==> src/hdl/abblit_pkg.sv <==
`timescale 1ns / 1ps
// ----------------------------------------------------------------------------
// abblit_pkg
// Shared constants, register codes and helpers for the alpha blend blitter.
// ----------------------------------------------------------------------------
package abblit_pkg;

  localparam int MAX_DIM   = 2048;
  localparam int DIM_W     = 12;   // holds 1..MAX_DIM
  localparam int CNT_W     = 11;   // counters run 0..MAX_DIM-1
  localparam int POS_W     = 11;   // dest_x / dest_y
  localparam int CH_W      = 8;
  localparam int SRC_W     = 32;
  localparam int PIX_W     = 24;
  localparam int ADDR_W    = 24;
  localparam int BPP_SHIFT = 2;    // four bytes per pixel
  localparam int CFG_IDX_W = 3;
  localparam int CFG_DAT_W = 12;

  localparam logic [CH_W-1:0] ALPHA_OPAQUE = 8'hFF;
  localparam logic [CH_W-1:0] ALPHA_CLEAR  = 8'h00;

  typedef enum logic [CFG_IDX_W-1:0] {
    REG_CHANNEL_POSITIONS = 3'd0,
    REG_DEST_X            = 3'd1,
    REG_DEST_Y            = 3'd2,
    REG_IMAGE_WIDTH       = 3'd3,
    REG_IMAGE_HEIGHT      = 3'd4,
    REG_FRAME_WIDTH       = 3'd5
  } reg_idx_t;

  typedef struct packed {
    logic [PIX_W-1:0] pixel;
    logic             write_enable;
  } blend_res_t;

  // zero counts as one, anything above the limit as the limit
  function automatic logic [DIM_W-1:0] clamp_dim(input logic [DIM_W-1:0] v);
    logic [DIM_W-1:0] res;
    res = v;
    if (v == '0) begin
      res = DIM_W'(1);
    end else if (v > DIM_W'(MAX_DIM)) begin
      res = DIM_W'(MAX_DIM);
    end
    return res;
  endfunction

  // floor(x / 255) for x up to 255*255
  function automatic logic [CH_W-1:0] div255(input logic [15:0] x);
    logic [16:0] t;
    t = {1'b0, x} + 17'd1 + {9'd0, x[15:8]};
    return t[15:8];
  endfunction

endpackage

==> src/hdl/abblit_blend.sv <==
`timescale 1ns / 1ps
// ----------------------------------------------------------------------------
// abblit_blend
// Channel extraction and per-channel alpha blend of one source pixel.
// ----------------------------------------------------------------------------
module abblit_blend (
  input  logic [abblit_pkg::SRC_W-1:0] src_pixel,
  input  logic [abblit_pkg::PIX_W-1:0] dest_pixel,
  input  logic [7:0]                   positions,
  output abblit_pkg::blend_res_t       res
);

  logic [abblit_pkg::CH_W-1:0] src_ch [4];
  logic [abblit_pkg::CH_W-1:0] r, g, b, a, a_inv;
  logic [abblit_pkg::CH_W-1:0] n_ch [3];
  logic [abblit_pkg::CH_W-1:0] e_ch [3];
  logic [abblit_pkg::CH_W-1:0] m_ch [3];
  logic [15:0]                 sum  [3];

  always_comb begin
    for (int i = 0; i < 4; i++) begin
      src_ch[i] = src_pixel[i*8 +: 8];
    end
  end

  assign r = src_ch[positions[1:0]];
  assign g = src_ch[positions[3:2]];
  assign b = src_ch[positions[5:4]];
  assign a = src_ch[positions[7:6]];
  assign a_inv = abblit_pkg::ALPHA_OPAQUE - a;

  assign n_ch[0] = r;
  assign n_ch[1] = g;
  assign n_ch[2] = b;
  assign e_ch[0] = dest_pixel[23:16];
  assign e_ch[1] = dest_pixel[15:8];
  assign e_ch[2] = dest_pixel[7:0];

  // the weighted sum never exceeds 255*255, so 16 bits hold it
  always_comb begin
    for (int i = 0; i < 3; i++) begin
      sum[i]  = 16'(n_ch[i]) * 16'(a) + 16'(e_ch[i]) * 16'(a_inv);
      m_ch[i] = abblit_pkg::div255(sum[i]);
    end
  end

  always_comb begin
    if (a == abblit_pkg::ALPHA_OPAQUE) begin
      res.pixel        = {r, g, b};
      res.write_enable = 1'b1;
    end else if (a == abblit_pkg::ALPHA_CLEAR) begin
      res.pixel        = dest_pixel;
      res.write_enable = 1'b0;
    end else begin
      res.pixel        = {m_ch[0], m_ch[1], m_ch[2]};
      res.write_enable = 1'b1;
    end
  end

endmodule

==> src/hdl/alpha_blend_blitter.sv <==
`timescale 1ns / 1ps
// ----------------------------------------------------------------------------
// alpha_blend_blitter
// Pipeline: an accepted request passes through the input register, then
// the result register, before it shows on the output.
// Throughput: one request per cycle while out_stall is low, with the
// multiply and blend between the two registers.
// Reset: clears counters and valid flags and loads register reset values.
// ----------------------------------------------------------------------------
module alpha_blend_blitter (
  input  logic                                clk,
  input  logic                                rst_n,
  input  logic                                cfg_we,
  input  logic [abblit_pkg::CFG_IDX_W-1:0]    cfg_index,
  input  logic [abblit_pkg::CFG_DAT_W-1:0]    cfg_data,
  input  logic                                in_valid,
  output logic                                in_stall,
  input  logic [abblit_pkg::SRC_W-1:0]        in_src_pixel,
  input  logic [abblit_pkg::PIX_W-1:0]        in_dest_pixel,
  output logic                                out_valid,
  input  logic                                out_stall,
  output logic [abblit_pkg::ADDR_W-1:0]       out_byte_address,
  output logic [abblit_pkg::PIX_W-1:0]        out_pixel,
  output logic                                out_write_enable,
  output logic                                out_last
);

  logic [7:0]                         chan_pos_r;
  logic [abblit_pkg::POS_W-1:0]       dest_x_r, dest_y_r;
  logic [abblit_pkg::DIM_W-1:0]       img_w_r, img_h_r, frame_w_r;
  logic [abblit_pkg::CNT_W-1:0]       col_r, row_r, col_nxt, row_nxt;
  logic [abblit_pkg::DIM_W-1:0]       w_eff, h_eff;
  logic                               col_end, row_end, in_acc, out_adv, s1_adv;

  logic                               s1_valid_r;
  logic [abblit_pkg::SRC_W-1:0]       s1_src_r;
  logic [abblit_pkg::PIX_W-1:0]       s1_dst_r;
  logic [abblit_pkg::DIM_W-1:0]       s1_ysum_r, s1_xsum_r;
  logic                               s1_last_r;

  logic                               out_valid_r;
  logic [abblit_pkg::ADDR_W-1:0]      addr_r, addr_nxt;
  logic [abblit_pkg::PIX_W-1:0]       pix_r;
  logic                               we_r, last_r;

  logic [abblit_pkg::ADDR_W-1:0]      row_base, pix_index;
  abblit_pkg::blend_res_t             blend;

  // configuration registers
  always_ff @(posedge clk) begin
    if (!rst_n) begin
      chan_pos_r <= 8'd228;
      dest_x_r   <= '0;
      dest_y_r   <= '0;
      img_w_r    <= abblit_pkg::DIM_W'(1);
      img_h_r    <= abblit_pkg::DIM_W'(1);
      frame_w_r  <= abblit_pkg::DIM_W'(1);
    end else if (cfg_we) begin
      unique case (cfg_index)
        abblit_pkg::REG_CHANNEL_POSITIONS: chan_pos_r <= cfg_data[7:0];
        abblit_pkg::REG_DEST_X:            dest_x_r   <= cfg_data[abblit_pkg::POS_W-1:0];
        abblit_pkg::REG_DEST_Y:            dest_y_r   <= cfg_data[abblit_pkg::POS_W-1:0];
        abblit_pkg::REG_IMAGE_WIDTH:       img_w_r    <= cfg_data;
        abblit_pkg::REG_IMAGE_HEIGHT:      img_h_r    <= cfg_data;
        abblit_pkg::REG_FRAME_WIDTH:       frame_w_r  <= cfg_data;
        default: ;
      endcase
    end
  end

  // handshake: each stage moves when the one after it has room
  assign out_adv  = !out_valid_r || !out_stall;
  assign s1_adv   = !s1_valid_r || out_adv;
  assign in_stall = !s1_adv;
  assign in_acc   = in_valid && !in_stall;

  // raster counters
  assign w_eff   = abblit_pkg::clamp_dim(img_w_r);
  assign h_eff   = abblit_pkg::clamp_dim(img_h_r);
  assign col_end = ({1'b0, col_r} + abblit_pkg::DIM_W'(1)) >= w_eff;
  assign row_end = ({1'b0, row_r} + abblit_pkg::DIM_W'(1)) >= h_eff;

  always_comb begin
    col_nxt = col_r;
    row_nxt = row_r;
    if (in_acc) begin
      if (col_end) begin
        col_nxt = '0;
        row_nxt = row_end ? '0 : row_r + abblit_pkg::CNT_W'(1);
      end else begin
        col_nxt = col_r + abblit_pkg::CNT_W'(1);
      end
    end
  end

  always_ff @(posedge clk) begin
    if (!rst_n) begin
      col_r <= '0;
      row_r <= '0;
    end else begin
      col_r <= col_nxt;
      row_r <= row_nxt;
    end
  end

  // input register
  always_ff @(posedge clk) begin
    if (!rst_n) begin
      s1_valid_r <= 1'b0;
    end else if (s1_adv) begin
      s1_valid_r <= in_valid;
    end
  end

  always_ff @(posedge clk) begin
    if (in_acc) begin
      s1_src_r  <= in_src_pixel;
      s1_dst_r  <= in_dest_pixel;
      s1_ysum_r <= {1'b0, dest_y_r} + {1'b0, row_r};
      s1_xsum_r <= {1'b0, dest_x_r} + {1'b0, col_r};
      s1_last_r <= col_end && row_end;
    end
  end

  // address and blend
  assign row_base  = abblit_pkg::ADDR_W'(s1_ysum_r) * abblit_pkg::ADDR_W'(frame_w_r);
  assign pix_index = row_base + abblit_pkg::ADDR_W'(s1_xsum_r);
  assign addr_nxt  = pix_index << abblit_pkg::BPP_SHIFT;

  abblit_blend u_blend (
    .src_pixel  (s1_src_r),
    .dest_pixel (s1_dst_r),
    .positions  (chan_pos_r),
    .res        (blend)
  );

  // result register
  always_ff @(posedge clk) begin
    if (!rst_n) begin
      out_valid_r <= 1'b0;
    end else if (out_adv) begin
      out_valid_r <= s1_valid_r;
    end
  end

  always_ff @(posedge clk) begin
    if (out_adv && s1_valid_r) begin
      addr_r <= addr_nxt;
      pix_r  <= blend.pixel;
      we_r   <= blend.write_enable;
      last_r <= s1_last_r;
    end
  end

  assign out_valid        = out_valid_r;
  assign out_byte_address = addr_r;
  assign out_pixel        = pix_r;
  assign out_write_enable = we_r;
  assign out_last         = last_r;

  // the last pixel of an image sends both counters home
  a_last_wraps: assert property (@(posedge clk) disable iff (!rst_n)
    in_acc && col_end && row_end |=> col_r == '0 && row_r == '0)
    else $error("counters did not wrap after last pixel");

  // the row only moves when a row is finished
  a_row_steady: assert property (@(posedge clk) disable iff (!rst_n)
    in_acc && !col_end |=> row_r == $past(row_r))
    else $error("row counter moved mid-row");

  // a request held in the input register is never dropped while output is blocked
  a_no_drop: assert property (@(posedge clk) disable iff (!rst_n)
    s1_valid_r && out_valid_r && out_stall |=> s1_valid_r && out_valid_r)
    else $error("request lost under stall");

endmodule
==> config.mk <==
export PLATFORM = sky130hd
export DESIGN_NAME = alpha_blend_blitter
export DESIGN_NICKNAME = d
export VERILOG_FILES = /design/src/hdl/abblit_pkg.sv /design/src/hdl/abblit_blend.sv /design/src/hdl/alpha_blend_blitter.sv
export SDC_FILE = /design/constraint.sdc
export NUM_CORES = 2
export LEC_CHECK = 0
export BUFFER_PORTS_ARGS = -buffer_cell sky130_fd_sc_hd__buf_2
export CAP_MARGIN = 20
export CORE_UTILIZATION = 43
export CTS_CLUSTER_DIAMETER = 40
export DETAILED_ROUTE_END_ITERATION = 6
export HOLD_SLACK_MARGIN = 0.08
export PLACE_DENSITY_LB_ADDON = 0.2
export SYNTH_ARGS = -nofsm -noshare
export SYNTH_HDL_FRONTEND = slang
export SYNTH_SLANG_ARGS = --single-unit
==> constraint.sdc <==
create_clock -name clk -period 8.6 [get_ports clk]
set_input_delay 1.29 -clock clk [delete_from_list [all_inputs] [get_ports clk]]
set_output_delay 1.29 -clock clk [all_outputs]
set_load 0.02 [all_outputs]
# == After elaboration in Yosys (flattened, before gate mapping) ==
# Index checks and enable logic that the tools add are counted.
# classes
n_addsub,17
mux,20
mul,7
n_reduce_logical,20
n_bitwise,4
eq_ne,6
order_cmp,8
# op_table
operator,n
8-bit by 8-bit multiplier with 16-bit output,6
8-bit binary-select mux with 2-bit select,4
8-bit two-way mux,8
25-bit two-way mux,2
"16-bit by 1-bit adder with 16-bit output, second input constant",3
16-bit adder,3
16-bit by 8-bit adder with 16-bit output,3
12-bit two-way mux,4
"11-bit by 1-bit adder with 12-bit output, second input constant",2
11-bit by 11-bit adder with 12-bit output,2
12-bit greater-or-equal comparator,2
"12-bit > comparator, second input constant",2
12-bit logical NOT,2
"11-bit by 1-bit adder with 11-bit output, second input constant",2
22-bit by 12-bit adder with 22-bit output,1
12-bit by 12-bit multiplier with 22-bit output,1
11-bit two-way mux,2
2-bit AND reduction,7
"3-bit greater-or-equal comparator, second input constant",4
2-bit inverter with 3-bit output,4
"8-bit equality test, second input constant",1
8-bit logical NOT,1
"8-bit subtractor, first input constant",1
"3-bit by 2-bit equality test with 1-bit output, second input constant",2
other kinds (6),13
# word_totals
wordCells,101
out_inout_bits,52
reg_bits,219
inputBits,76

# == Logic depth before layout (Yosys ltp) ==
# depth
ltp_word,11
mapped_depth,36
ltp_nobuf,33

# == Cells and area by module ==
# A second synthesis with hierarchy kept.
# unflattened
cells_unflattened,3304
area_unflattened_um2,30073.8
# modules_own_cells
module,seq_area_each_um2,area_per_inst_um2,cells_each,instances
abblit_blend,0.0,16011.6,1906,1
alpha_blend_blitter,5675.4,14062.2,1398,1

# == Worst setup path before layout ==
# No wires, ideal clock.
# synth_path
kind,reg2reg
start,register chan_pos_r[6]
end,"register pix_r (netlist bit out_pixel[20]), data pin"
path_stages_with_launch,34
synth_period_minus_slack_ns,7.917
slack_ns,0.683
arrival_time_ns,7.771
path_buffers,5
setup_ns,0.146
required_ns,8.454
path_cell_list,dfxtp_1 -> buf_4 -> buf_4 -> mux2_2 -> o21ai_0 -> clkbuf_1 -> clkbuf_1 -> nor2_1 -> fa_1 -> inv_1 -> fa_1 -> inv_1 -> fa_1 -> fa_1 -> fa_1 -> inv_1 -> fa_1 -> inv_1 -> ha_1 -> buf_2 -> or4_1 -> o21ai_1 -> o31ai_1 -> a21oi_2 -> o21bai_1 -> a21oi_1 -> xnor2_1 -> ha_1 -> and2_1 -> a41oi_2 -> or3_1 -> a21oi_1 -> a21oi_1 -> a21oi_1
# synth_lines
item,line_no,text
"start, declared",alpha_blend_blitter.sv:28,logic [7:0] chan_pos_r;
"start signal, assigned",alpha_blend_blitter.sv:60,abblit_pkg::REG_CHANNEL_POSITIONS: chan_pos_r <= cfg_data[7:0];
"end signal, assigned",alpha_blend_blitter.sv:149,pix_r <= blend.pixel;
"end, declared",alpha_blend_blitter.sv:43,logic [abblit_pkg::PIX_W-1:0] pix_r;

==> flow_summary.yaml <==
route:
  ant_nets: 0
  wl_per_cell_um: 18.04
  drtIter0Drc: 1208
  drtPass1Iterations: 5
  routed_wl_um: 76350
  vias: 21820
  drc: 0
  detail_route.vias_per_cell: 5.154
worst_setup_path:
  end_kind: "flip-flop"
  crit_family: "adder cells"
  cp_slowest_stage_delay_ns: 0.51
  arrival_ns: 8.45
  path_depth: 30
  r2r_setup_slack_ns: 0.44
  required_ns: 8.90
  path_buf_inv: 6
  timing.rr.end: "out_pixel[11]"
  critPathLaunch: "chan_pos_r[6]"
  crit_end: "out_pixel[11]"
  critPathKind: "flip-flop to flip-flop"
  r2r_cells: 30
  start_kind: "flip-flop"
  crit_top_cell: "fa_1"
  crit_slowest_cell: "fa_1"
  worstPathMaxFanout: 21
  r2r_start: "chan_pos_r[6]"
cells_and_area:
  area_growth_pct: 11.53
  n_fill_cell: 6395
  nNetsFinal: 4107
  drive_above_1_share: 0.1043
clock_network:
  ctsHoldBuffers: 0
  cts_max_path_buffers: 3
  tritoncts: "done"
  path_clk_slew_ns: 0.05
  cts_buffers: 45
  cts-root-buf: "clkbuf_16"
  h-tree-depth: 2
  clkSinkCount: 219
  clock_latency_ns: 0.59
sta:
  final.setup_skew_ns: 0.01642
  hold_violations: 0
  finalSetupViolCount: 0
  slew_violations: 0
  layout_min_cycle_time_ns: 8.155
  grt_setup_unrepaired: "false"
  min_period_over_period: 0.9483
  timing.fmax_ghz: 0.1226
  fin_setup_tns_ns: 0
  whs_ns: 0.4280
  slew_headroom: 0.4017
  worst_slew_pin_slew_ns: 0.8975
yosys:
  synth-main-ff-cell: "edfxtp_1"
  ys_ff_latch: 219
  synth_edf_count: 129
  syn_inst: 3217
  ys_seq_area_frac: 0.1922
  async_reset_ff_frac: 0
  synth_cell_type_count: 76
  synth_most_common_cell: "inv_1"
  synth_commonest_cells: "inv_1, nand2_1, fa_1"
  netlist_area_sq_um: 29530
  synthDominantCellAreaShare: 0.2711
  post_synth.cell_area_avg_sq_um: 9.180
  ys_warn_count: 0
  yosysTopAreaCell: "fa_1"
  netlist_top_cells_area: "fa_1, ha_1, edfxtp_1, inv_1, dfxtp_1"
grt:
  overflow: 0
  grt_pass1_wl_um: 122200
  antenna_found_initial: 10
  grtUsageTotal: 0.2244
  grt_pass1_vias: 22280
  grt_max_degree: 97
floorplanning:
  core_sq_um: 67510
  die_height_um: 264.1
  initial_utilization: 0.4374
  std_cell_rows: 95
  fp.dieW_um: 264.1
  io_pins: 128
  die-area_sq_um: 69730
run:
  cap_viol_max_count: 0
status:
  status: "completed"
hold_path:
  min_from: "s1_last_r"
  min_path_type: "flip-flop to flip-flop"
placed_design:
  hpwl_um: 59120
  portBuffers: 125
  gp_congestion: 0.8897
## registers in the layout, summed over array words and instances, names as in the netlist
signal and flops:
chan_pos_r 8, col_r 11, dest_x_r 11, dest_y_r 11
frame_w_r 12, img_h_r 12, img_w_r 12, out_byte_address 22
out_last 1, out_pixel 24, out_valid 1, out_write_enable 1
row_r 11, s1_dst_r 24, s1_last_r 1, s1_src_r 32
s1_valid_r 1, s1_xsum_r 12, s1_ysum_r 12
## how the worst min path moves through the flow
stage                     cells past startpoint        to  slack [ns]
after floorplan                               0  out_last        0.40
after global placement                        0  out_last        0.41
after detailed placement                      0  out_last        0.42
after CTS                                     0  out_last        0.43
after global routing                          0  out_last        0.43
final                                         0  out_last        0.43
## logic make-up (layout without fill, tap and decap cells)
group | Yosys count | count (layout) | synth area share
flops | 219 | 219 | 0.1922
compound gates | 382 | 382 | 0.08706
other cells | 1 | 10 | 0.0001270
xor+xnor | 120 | 120 | 0.03652
simple gates | 1009 | 1009 | 0.1613
buf+inv | 707 | 841 | 0.09109
fa+ha+maj | 713 | 713 | 0.4037
mux | 66 | 66 | 0.02800
## repair_timing
| item | 4_1_cts | 5_1_grt |
|---|---|---|
| resized for setup | 0 | 11 |
| setup buffers | 0 | 2 |
| endpoints found under the setup margin | 0 | 12 |
## final cells by class
cell class,instances,area [sq um],share of cell area
Multi-Input combinational cell,2295,21290,0.6463
Antenna cell,5,12.51,0.0003799
Timing Repair Buffer,180,1092,0.03316
Clock inverter,32,351.6,0.01067
Clock buffer,52,1256,0.03814
Sequential cell,219,5678,0.1724
Inverter,577,2168,0.06583
Tap cell,873,1092,0.03316
## cell usage in the layout (no fill, tap or decap), types with 48 or more instances in the layout
cell / count
nor2_1: 153
a21oi_1: 73
xnor2_1: 88
clkbuf_16: 48
and2_1: 184
nand3_1: 53
a21boi_0: 76
nand2_1: 456
buf_4: 50
ha_1: 313
fa_1: 400
inv_1: 574
buf_2: 125
dfxtp_1: 88
o21ai_0: 52
edfxtp_1: 129
## metrics by stage
step / std cells / setup slack, ns / utilization / instance area, sq um
after floorplan: 3221 / 0.6829 / - / 29550
after global placement: 4141 / 0.4236 / 0.4627 / 31240
after detailed placement: 4141 / 0.3529 / 0.4627 / 31240
after CTS: 4225 / 0.3181 / 0.4865 / 32850
after global routing: 4229 / 0.01890 / 0.4877 / 32930
final: 4233 / 0.4448 / 0.4879 / 32940
## per-layer routing
metal,GRT usage,vias up,part of all wire,routed length (um)
met4,0.07087,8,0.032,2409
met5,0,-,0.00059,45
li1,-,10440,-,-
met2,0.3789,488,0.48,36930
met1,0.2911,10750,0.42,32320
met3,0.03980,130,0.061,4644
Power is left out: the tool's default activity adds up to more than one toggle a clock period on the data nets, which glitch-free logic cannot reach.
